--- config.mk ---
export PLATFORM = sky130hd
export DESIGN_NAME = escaped_command_line_parser_flat
export DESIGN_NICKNAME = d
export VERILOG_FILES = /design/src/hw/rtl/ecl_pkg.sv /design/src/hw/rtl/ecl_if.sv /design/src/hw/rtl/ecl_atoi.sv /design/src/hw/rtl/ecl_line.sv /design/src/hw/rtl/escaped_command_line_parser.sv /design/src/flat_wrapper.sv
export SDC_FILE = /design/constraint.sdc
export NUM_CORES = 1
export LEC_CHECK = 0
export BUFFER_PORTS_ARGS = -buffer_cell sky130_fd_sc_hd__buf_4
export CAP_MARGIN = 20
export CORE_UTILIZATION = 35
export DETAILED_ROUTE_END_ITERATION = 10
export PLACE_DENSITY = 0.62
export SLEW_MARGIN = 20
export SYNTH_ARGS = -nofsm -noshare
export SYNTH_HDL_FRONTEND = slang
export SYNTH_SLANG_ARGS = --single-unit
--- constraint.sdc ---
create_clock -name clk -period 7.6 [get_ports clk]
set_input_delay 1.9 -clock clk [delete_from_list [all_inputs] [get_ports clk]]
set_output_delay 1.9 -clock clk [all_outputs]
set_load 0.01 [all_outputs]
--- src/hw/rtl/ecl_pkg.sv ---
package ecl_pkg;

  // Auxiliary field size and the widths that follow from it
  localparam int AUX_LEN = 512;
  localparam int AuxIdxW = $clog2(AUX_LEN);
  localparam int AuxCntW = $clog2(AUX_LEN + 1);

  localparam int NumFields = 3;

  localparam logic [15:0] AckLimitReset = 16'd32;

  // Byte codes
  localparam logic [7:0] ChNewline   = 8'h0A;
  localparam logic [7:0] ChBackslash = 8'h5C;
  localparam logic [7:0] ChDot       = 8'h2E;
  localparam logic [7:0] ChPlus      = 8'h2B;
  localparam logic [7:0] ChMinus     = 8'h2D;
  localparam logic [7:0] ChZero      = 8'h30;
  localparam logic [7:0] ChNine      = 8'h39;
  localparam logic [7:0] ChSpace     = 8'h20;
  localparam logic [7:0] ChTab       = 8'h09;
  localparam logic [7:0] ChCr        = 8'h0D;

  typedef enum logic [1:0] {
    PhSkip,
    PhDigits,
    PhDone
  } num_phase_t;

  // One numeric field's update for the current beat
  typedef struct packed {
    logic       clear;
    logic       feed;
    logic [7:0] data;
  } num_step_t;

  // Line control towards the three converters
  typedef struct packed {
    logic                 clear;
    logic [NumFields-1:0] feed;
    logic [7:0]           data;
  } num_ctl_t;

  typedef struct packed {
    logic                aux_valid;
    logic [AuxIdxW-1:0]  aux_index;
    logic [7:0]          aux_data;
    logic                line_done;
    logic signed [31:0]  command_number;
    logic signed [31:0]  pin_number;
    logic signed [31:0]  value_number;
    logic [AuxCntW-1:0]  aux_length;
    logic                aux_overflow;
    logic                rx_ack;
  } result_t;

  function automatic logic is_space(input logic [7:0] b);
    return (b == ChSpace) || (b >= ChTab && b <= ChCr);
  endfunction

  function automatic logic is_digit(input logic [7:0] b);
    return (b >= ChZero) && (b <= ChNine);
  endfunction

endpackage

--- src/hw/rtl/ecl_if.sv ---
interface ecl_byte_if;
  logic       valid;
  logic       ready;
  logic [7:0] rx_byte;

  modport source (output valid, output rx_byte, input ready);
  modport sink (input valid, input rx_byte, output ready);
endinterface

interface ecl_cfg_if;
  logic        valid;
  logic        ready;
  logic [15:0] ack_byte_limit;

  modport source (output valid, output ack_byte_limit, input ready);
  modport sink (input valid, input ack_byte_limit, output ready);
endinterface

interface ecl_result_if;
  logic                            valid;
  logic                            ready;
  logic                            aux_valid;
  logic [ecl_pkg::AuxIdxW-1:0]     aux_index;
  logic [7:0]                      aux_data;
  logic                            line_done;
  logic signed [31:0]              command_number;
  logic signed [31:0]              pin_number;
  logic signed [31:0]              value_number;
  logic [ecl_pkg::AuxCntW-1:0]     aux_length;
  logic                            aux_overflow;
  logic                            rx_ack;

  modport source (
    output valid, output aux_valid, output aux_index, output aux_data,
    output line_done, output command_number, output pin_number,
    output value_number, output aux_length, output aux_overflow,
    output rx_ack, input ready
  );
  modport sink (
    input valid, input aux_valid, input aux_index, input aux_data,
    input line_done, input command_number, input pin_number,
    input value_number, input aux_length, input aux_overflow,
    input rx_ack, output ready
  );
endinterface

--- src/hw/rtl/ecl_atoi.sv ---
// Running atoi of one numeric field.
module ecl_atoi (
  input  logic                clk,
  input  logic                rst,
  input  ecl_pkg::num_step_t  step,
  output logic signed [31:0]  value
);

  ecl_pkg::num_phase_t phase, phase_next;
  logic                negative, negative_next;
  logic [31:0]         acc, acc_next;
  logic [31:0]         digit;
  logic                is_dig;

  assign digit  = {28'd0, step.data[3:0]};
  assign is_dig = ecl_pkg::is_digit(step.data);

  always_comb begin
    phase_next    = phase;
    negative_next = negative;
    acc_next      = acc;
    if (step.clear) begin
      phase_next    = ecl_pkg::PhSkip;
      negative_next = 1'b0;
      acc_next      = '0;
    end else if (step.feed) begin
      case (phase)
        ecl_pkg::PhSkip: begin
          if (ecl_pkg::is_space(step.data)) begin
            phase_next = ecl_pkg::PhSkip;
          end else if (step.data == ecl_pkg::ChPlus) begin
            phase_next = ecl_pkg::PhDigits;
          end else if (step.data == ecl_pkg::ChMinus) begin
            phase_next    = ecl_pkg::PhDigits;
            negative_next = 1'b1;
          end else if (is_dig) begin
            phase_next = ecl_pkg::PhDigits;
            acc_next   = digit;
          end else begin
            phase_next = ecl_pkg::PhDone;
          end
        end
        ecl_pkg::PhDigits: begin
          if (is_dig) begin
            // acc * 10 + digit, modulo 2^32
            acc_next = {acc[28:0], 3'b000} + {acc[30:0], 1'b0} + digit;
          end else begin
            phase_next = ecl_pkg::PhDone;
          end
        end
        default: phase_next = phase;
      endcase
    end
  end

  always_comb begin
    value = negative ? -$signed(acc) : $signed(acc);
  end

  always_ff @(posedge clk) begin
    if (rst) begin
      phase    <= ecl_pkg::PhSkip;
      negative <= 1'b0;
      acc      <= '0;
    end else begin
      phase    <= phase_next;
      negative <= negative_next;
      acc      <= acc_next;
    end
  end

endmodule

--- src/hw/rtl/ecl_line.sv ---
// Line framing, escapes, auxiliary field and receive counter.
module ecl_line (
  input  logic                clk,
  input  logic                rst,
  input  logic                proc,
  input  logic [7:0]          data,
  input  logic [15:0]         ack_limit,
  input  logic signed [31:0]  num0,
  input  logic signed [31:0]  num1,
  input  logic signed [31:0]  num2,
  output ecl_pkg::num_ctl_t   ctl,
  output ecl_pkg::result_t    res
);

  logic                        escape_pending, escape_pending_next;
  logic [1:0]                  field_number, field_number_next;
  logic                        first_nonempty, first_nonempty_next;
  logic [ecl_pkg::AuxCntW-1:0] aux_count, aux_count_next;
  logic                        aux_dropped, aux_dropped_next;
  logic [15:0]                 received_count, received_count_next;

  logic        is_nl, is_bs, is_dot, in_num;
  logic        store, ended;
  logic [15:0] rc_inc;

  assign is_nl  = (data == ecl_pkg::ChNewline);
  assign is_bs  = (data == ecl_pkg::ChBackslash);
  assign is_dot = (data == ecl_pkg::ChDot);
  assign in_num = (field_number < 2'(ecl_pkg::NumFields));
  assign rc_inc = received_count + 16'd1;

  always_comb begin
    escape_pending_next = escape_pending;
    field_number_next   = field_number;
    first_nonempty_next = first_nonempty;
    aux_count_next      = aux_count;
    aux_dropped_next    = aux_dropped;
    received_count_next = received_count;
    store               = 1'b0;
    ended               = 1'b0;
    res                 = '0;
    ctl                 = '0;
    ctl.data            = data;

    if (proc) begin
      if (is_nl || is_bs) begin
        if (escape_pending) begin
          store               = 1'b1;
          escape_pending_next = 1'b0;
        end else if (is_nl) begin
          ended = 1'b1;
        end else begin
          escape_pending_next = 1'b1;
        end
      end else if (is_dot && in_num) begin
        escape_pending_next = 1'b0;
        field_number_next   = field_number + 2'd1;
      end else if (is_dot) begin
        // a dot in the aux field is data and keeps the escape
        store = 1'b1;
      end else begin
        escape_pending_next = 1'b0;
        store               = 1'b1;
      end

      if (store) begin
        if (in_num) begin
          if (field_number == 2'd0) begin
            first_nonempty_next = 1'b1;
          end
          ctl.feed[field_number] = 1'b1;
        end else if (aux_count < ecl_pkg::AuxCntW'(ecl_pkg::AUX_LEN)) begin
          res.aux_valid  = 1'b1;
          res.aux_index  = aux_count[ecl_pkg::AuxIdxW-1:0];
          res.aux_data   = data;
          aux_count_next = aux_count + ecl_pkg::AuxCntW'(1);
        end else begin
          aux_dropped_next = 1'b1;
        end
      end

      res.aux_overflow = aux_dropped_next;

      if (ended) begin
        if (field_number != 2'd0 || first_nonempty) begin
          res.line_done      = 1'b1;
          res.command_number = num0;
          res.pin_number     = num1;
          res.value_number   = num2;
          res.aux_length     = aux_count;
        end
        ctl.clear           = 1'b1;
        field_number_next   = 2'd0;
        first_nonempty_next = 1'b0;
        aux_count_next      = '0;
        aux_dropped_next    = 1'b0;
      end

      if (rc_inc >= ack_limit) begin
        res.rx_ack          = 1'b1;
        received_count_next = '0;
      end else begin
        received_count_next = rc_inc;
      end
    end
  end

  always_ff @(posedge clk) begin
    if (rst) begin
      escape_pending <= 1'b0;
      field_number   <= 2'd0;
      first_nonempty <= 1'b0;
      aux_count      <= '0;
      aux_dropped    <= 1'b0;
      received_count <= '0;
    end else begin
      escape_pending <= escape_pending_next;
      field_number   <= field_number_next;
      first_nonempty <= first_nonempty_next;
      aux_count      <= aux_count_next;
      aux_dropped    <= aux_dropped_next;
      received_count <= received_count_next;
    end
  end

endmodule

--- src/hw/rtl/escaped_command_line_parser.sv ---
// Escaped command line parser.
// rx: one received byte per beat (valid/ready). Lines end at an unescaped
//   newline and split into command.pin.value.aux; backslash escapes a
//   newline or a backslash. The numeric fields are converted atoi style.
// result: exactly one beat per rx beat, carrying the stored aux byte (if
//   any), the line-end numbers when a non-empty line finishes, the overflow
//   flag and the receive acknowledge.
// cfg: write channel for ack_byte_limit (reset 32); always ready. Write it
//   only while no byte is in flight.
// Path: a taken byte passes the input register, then the result register,
//   to give its result beat. Throughput: one byte per cycle while the
//   receiver takes results, as the line unit updates its state per byte.
// Reset (rst, synchronous): both registers empty, line state, escape,
//   receive counter cleared, limit back to 32.
// Receiver stall: the result register holds; an empty input register still
//   takes one more byte, then rx.ready drops until the result is taken.
module escaped_command_line_parser (
  input  logic     clk,
  input  logic     rst,
  ecl_byte_if.sink     rx,
  ecl_cfg_if.sink      cfg,
  ecl_result_if.source result
);

  // input register
  logic       in_valid;
  logic [7:0] in_byte;

  // result register
  logic             out_valid;
  ecl_pkg::result_t out_res;

  logic [15:0] ack_limit;

  logic                     advance;   // result register can load
  logic                     proc;      // byte processed this cycle
  ecl_pkg::num_ctl_t        ctl;
  ecl_pkg::result_t         res_d;
  logic signed [31:0]       num [ecl_pkg::NumFields];

  assign advance  = !out_valid || result.ready;
  assign proc     = in_valid && advance;
  assign rx.ready = !in_valid || advance;
  assign cfg.ready = 1'b1;

  always_ff @(posedge clk) begin
    if (rst) begin
      ack_limit <= ecl_pkg::AckLimitReset;
    end else if (cfg.valid) begin
      ack_limit <= cfg.ack_byte_limit;
    end
  end

  always_ff @(posedge clk) begin
    if (rst) begin
      in_valid <= 1'b0;
    end else if (rx.ready) begin
      in_valid <= rx.valid;
    end
  end

  always_ff @(posedge clk) begin
    if (rx.valid && rx.ready) begin
      in_byte <= rx.rx_byte;
    end
  end

  // one converter per numeric field
  for (genvar i = 0; i < ecl_pkg::NumFields; i++) begin : g_num
    ecl_pkg::num_step_t step;
    always_comb begin
      step.clear = ctl.clear;
      step.feed  = ctl.feed[i];
      step.data  = ctl.data;
    end
    ecl_atoi u_atoi (
      .clk   (clk),
      .rst   (rst),
      .step  (step),
      .value (num[i])
    );
  end

  ecl_line u_line (
    .clk       (clk),
    .rst       (rst),
    .proc      (proc),
    .data      (in_byte),
    .ack_limit (ack_limit),
    .num0      (num[0]),
    .num1      (num[1]),
    .num2      (num[2]),
    .ctl       (ctl),
    .res       (res_d)
  );

  always_ff @(posedge clk) begin
    if (rst) begin
      out_valid <= 1'b0;
    end else if (advance) begin
      out_valid <= in_valid;
    end
  end

  always_ff @(posedge clk) begin
    if (proc) begin
      out_res <= res_d;
    end
  end

  assign result.valid          = out_valid;
  assign result.aux_valid      = out_res.aux_valid;
  assign result.aux_index      = out_res.aux_index;
  assign result.aux_data       = out_res.aux_data;
  assign result.line_done      = out_res.line_done;
  assign result.command_number = out_res.command_number;
  assign result.pin_number     = out_res.pin_number;
  assign result.value_number   = out_res.value_number;
  assign result.aux_length     = out_res.aux_length;
  assign result.aux_overflow   = out_res.aux_overflow;
  assign result.rx_ack         = out_res.rx_ack;

  // a line end never stores an aux byte in the same beat
  a_done_no_aux: assert property (@(posedge clk) disable iff (rst)
    out_valid && out_res.line_done |-> !out_res.aux_valid)
    else $error("line end with aux byte");

  // once bytes are dropped the aux field is full, so nothing more is stored
  a_drop_no_store: assert property (@(posedge clk) disable iff (rst)
    out_valid && out_res.aux_valid |-> !out_res.aux_overflow)
    else $error("aux byte stored while overflowed");

  // both registers full and stalled: no further byte taken
  a_backpressure: assert property (@(posedge clk) disable iff (rst)
    in_valid && out_valid && !result.ready |-> !rx.ready)
    else $error("byte taken with pipeline full");

  // reset empties the result register
  a_reset_empty: assert property (@(posedge clk)
    rst |=> !out_valid)
    else $error("result valid after reset");

endmodule
--- src/flat_wrapper.sv ---
// flat-port wrapper written by rule: the top's interface ports become plain ports
module escaped_command_line_parser_flat 
  (clk, rst, rx_valid, rx_rx_byte, rx_ready, cfg_valid, cfg_ack_byte_limit, cfg_ready, result_valid, result_aux_valid, result_aux_index, result_aux_data, result_line_done, result_command_number, result_pin_number, result_value_number, result_aux_length, result_aux_overflow, result_rx_ack, result_ready);
  ecl_byte_if rx_i ();
  ecl_cfg_if cfg_i ();
  ecl_result_if result_i ();
  input  logic clk;
  input  logic rst;
  input wire logic [$bits(rx_i.valid)-1:0] rx_valid;
  input wire logic [$bits(rx_i.rx_byte)-1:0] rx_rx_byte;
  output wire logic [$bits(rx_i.ready)-1:0] rx_ready;
  input wire logic [$bits(cfg_i.valid)-1:0] cfg_valid;
  input wire logic [$bits(cfg_i.ack_byte_limit)-1:0] cfg_ack_byte_limit;
  output wire logic [$bits(cfg_i.ready)-1:0] cfg_ready;
  output wire logic [$bits(result_i.valid)-1:0] result_valid;
  output wire logic [$bits(result_i.aux_valid)-1:0] result_aux_valid;
  output wire logic [$bits(result_i.aux_index)-1:0] result_aux_index;
  output wire logic [$bits(result_i.aux_data)-1:0] result_aux_data;
  output wire logic [$bits(result_i.line_done)-1:0] result_line_done;
  output wire logic [$bits(result_i.command_number)-1:0] result_command_number;
  output wire logic [$bits(result_i.pin_number)-1:0] result_pin_number;
  output wire logic [$bits(result_i.value_number)-1:0] result_value_number;
  output wire logic [$bits(result_i.aux_length)-1:0] result_aux_length;
  output wire logic [$bits(result_i.aux_overflow)-1:0] result_aux_overflow;
  output wire logic [$bits(result_i.rx_ack)-1:0] result_rx_ack;
  input wire logic [$bits(result_i.ready)-1:0] result_ready;
  assign rx_i.valid = rx_valid;
  assign rx_i.rx_byte = rx_rx_byte;
  assign rx_ready = rx_i.ready;
  assign cfg_i.valid = cfg_valid;
  assign cfg_i.ack_byte_limit = cfg_ack_byte_limit;
  assign cfg_ready = cfg_i.ready;
  assign result_valid = result_i.valid;
  assign result_aux_valid = result_i.aux_valid;
  assign result_aux_index = result_i.aux_index;
  assign result_aux_data = result_i.aux_data;
  assign result_line_done = result_i.line_done;
  assign result_command_number = result_i.command_number;
  assign result_pin_number = result_i.pin_number;
  assign result_value_number = result_i.value_number;
  assign result_aux_length = result_i.aux_length;
  assign result_aux_overflow = result_i.aux_overflow;
  assign result_rx_ack = result_i.rx_ack;
  assign result_i.ready = result_ready;
  escaped_command_line_parser u_core (.clk(clk), .rst(rst), .rx(rx_i), .cfg(cfg_i), .result(result_i));
endmodule
==> flow_summary.json <==
{
  "maxCapViolCount": 0,
  "syn-cell-area_um2": 18200,
  "p_per_area_nw_per_um2": 169,
  "drtIter0Drc": 857,
  "synth-async-reset-ratio_pct": 0,
  "critical_path.max_stage_delay_ns": 0.79,
  "final_antenna_net_count": 0,
  "dp_slack_ns": 2.52,
  "clkTransAtPathRegs_ns": 0.06,
  "ys_ff_latch": 289,
  "p_comb_share_pct": 4.2,
  "cts-resized-gates": 0,
  "final_cell_mix": "nor2_1, ha_1, buf_4, dfxtp_1, nand2_1",
  "switchingPower_uw": 795,
  "grt_pass1_wl_um": 73100,
  "cp_common_cell": "buf_4",
  "seq_area_frac_synth_pct": 39.2,
  "slowest_stage": "or4_1",
  "antenna_found_initial": 0,
  "grt_pass1_vias": 14265,
  "synth-simple-area-share_pct": 16.4,
  "tightest_slew_ns": 1.02,
  "criticalPathCategory": "input port to register",
  "synth-compound-area-share_pct": 16.7,
  "synth_cells": 1963,
  "peakVddDrop_mv": 0.129,
  "drc": 0,
  "clockBufferDepth": 3,
  "synthAdderAreaFrac_pct": 14.3,
  "startpoint_type": "input port",
  "clkPwrFrac_pct": 48.8,
  "hold_viol": 0,
  "whs_ns": 0.479,
  "synth_area_per_cell_um2": 9.28,
  "cts_sinks": 289,
  "clkLatencyLatePin_ns": 0.56,
  "fp.dieW_um": 230,
  "coreArea_um2": 51400,
  "start_util_pct": 35.4,
  "finalMaxSlewViolations": 0,
  "rows": 83,
  "drt-total-wl_um": 44500,
  "tritoncts": "done",
  "viasPerCell": 5.22,
  "drtPass1Iterations": 5,
  "gr-total-overflow": 0,
  "cts_setup_buffers": 0,
  "mostFrequentLayoutCell": "nor2_1",
  "seqPwrFrac_pct": 47.0,
  "end_kind": "register",
  "antenna_cells": 0,
  "worstPathArrival_ns": 4.99,
  "setup_viol": 0,
  "crit_path_cell_trace": "buf_4 > nor2b_1 > nand2b_1 > inv_6 > nand2_1 > nand2_2 > buf_4 > or4_1 > o21ai_0",
  "fillers": 4981,
  "cts_buffers": 35,
  "yosys_warnings": 0,
  "grt_max_degree": 91,
  "synth_ff_type": "dfxtp_1",
  "final_core_util_pct": 41.4,
  "synth_top_family_by_area": "compound AO/OA/AOI/OAI gates",
  "finalSetupTns_ns": 0,
  "muxShareOfSynthArea_pct": 1.59,
  "hold_path_class": "register to register",
  "drive_gt1_share_pct": 11.5,
  "rsz0062_at_grt": "no",
  "place_congestion": 0.868,
  "setup_ws_ns": 3.08,
  "synth-xor-area-share_pct": 8.89,
  "worstPathMaxFanout": 55,
  "io_pins": 159,
  "p_int_uw": 2800,
  "track_usage_pct": 16.7,
  "portBuffers": 157,
  "hold_buffers": 0,
  "required_ns": 8.07,
  "finalCriticalPeriod_ns": 4.52,
  "yosysUniqueCellTypes": 68,
  "dieArea_um2": 53000,
  "synth_edf_count": 135,
  "status": "finished, final reports clean",
  "dp.cells": 2732,
  "swShare_pct": 22.1,
  "instances_no_fill": 2795,
  "syn-num-nets": 2197,
  "clock-skew-final_ns": 0.0375,
  "relSlewSlack_pct": 32.2,
  "dp_hpwl_um": 32700,
  "fmax_mhz": 221,
  "post_drt_wl_per_cell_um": 15.9,
  "cts_htree_levels": 2,
  "syn_to_final_growth_pct": 16.8,
  "leakagePower_uw": 0.00925,
  "finalNetCount": 2323,
  "vias": 14595,
  "finalCritPeriodShare_pct": 59.4,
  "root_buffer": "clkbuf_16",
  "die-height_um": 230
}
[synth_stat cells, drive strengths merged, types with 14 or more instances]
library cell,n,area (um^2)
xnor2,62,543
xor2,123,1080
a211oi,18,135
ha,199,2490
mux2i,29,290
o31ai,27,208
a31oi,14,87.6
nor2,257,965
nand2,141,529
nor3,30,155
inv,60,225
clkbuf,66,248
a21o,54,405
dfxtp,154,3080
o21ai,126,631
nor4,14,87.6
or3,18,134
a22oi,23,173
nand2b,18,113
a21oi,124,621
o21a,15,113
o41ai,16,148
and2,32,200
nand3,33,165
or4,16,128
edfxtp,135,4050
nand4,23,144
nor2b,21,131
[logic make-up after synthesis]
group,count (synthesis)
other cells,1
buf+inv,139
mux,29
compound gates,479
xor+xnor,185
flops,289
simple gates,636
fa+ha+maj,205
[critical path: cells and delay by family]
kind / cells / cell delay (ns)
buffers and inverters: 3 / 0.84
AOI/OAI and AO/OA: 1 / 0.24
and+or+nand+nor: 5 / 1.96
[flip-flops by register name, summed over array words and instances, names as in the netlist, 6 cells and up]
register	flops
u_core.ack_limit	16
u_core.result.command_number	32
u_core.u_line.received_count	16
u_core.g_num.u_atoi.acc	96
u_core.result.value_number	32
u_core.in_byte	8
u_core.g_num.u_atoi.phase	6
u_core.result.aux_data	8
u_core.result.aux_index	9
u_core.u_line.aux_count	10
u_core.result.pin_number	32
u_core.result.aux_length	10
[metal layers]
metal  wire length, um  share of wire (%)  vias to the layer above  track usage [%]
met5                 0                  0                        -                0
met4              1040                2.3                        0             5.24
met3              1870                4.2                       60             2.81
met2             20500                 46                      283             27.4
met1             21000                 47                     6887             22.4
li1                  -                  -                     7365                -
[final timing paths]
kind	from	endpoint	slack, ns	cells after the start
max reg2reg	u_core.in_byte[3]	u_core.g_num[2].u_atoi.acc[31]	3.24	15
min reg2reg	u_core.g_num[2].u_atoi.acc[31]	u_core.g_num[2].u_atoi.acc[31]	0.48	2
min	u_core.g_num[2].u_atoi.acc[31]	u_core.g_num[2].u_atoi.acc[31]	0.48	2
max	result_ready	u_core.g_num[0].u_atoi.acc[30]	3.08	9
[power groups by stage]
stage                     Combinational, uW  Sequential, uW  Clock [uW]
final                                   152            1690        1750
after global routing                    167            1690        1870
after CTS                               154            1690        1800
after detailed placement                154            1720           0
after global placement                  151            1720           0
after floorplan                        65.0            1730           0
[metrics by stage]
stage | cell area, um^2 | total power, uW
3_5_place_dp | 20100 | 1870
5_1_grt | 21300 | 3720
3_3_place_gp | 20000 | 1870
6_report | 21300 | 3590
4_1_cts | 21300 | 3650
2_1_floorplan | 18200 | 1800
[layout make-up]
type / instances / area (um^2) / share of cell area (%)
clock buffer: 45 / 955 / 4.49
tap: 680 / 851 / 4.00
inverter: 61 / 234 / 1.10
timing repair buffer: 167 / 1260 / 5.91
multi-input combinational: 1535 / 10600 / 49.7
sequential: 289 / 7140 / 33.5
clock inverter: 18 / 265 / 1.25
Note: power is estimated with default switching activity, not from simulation.
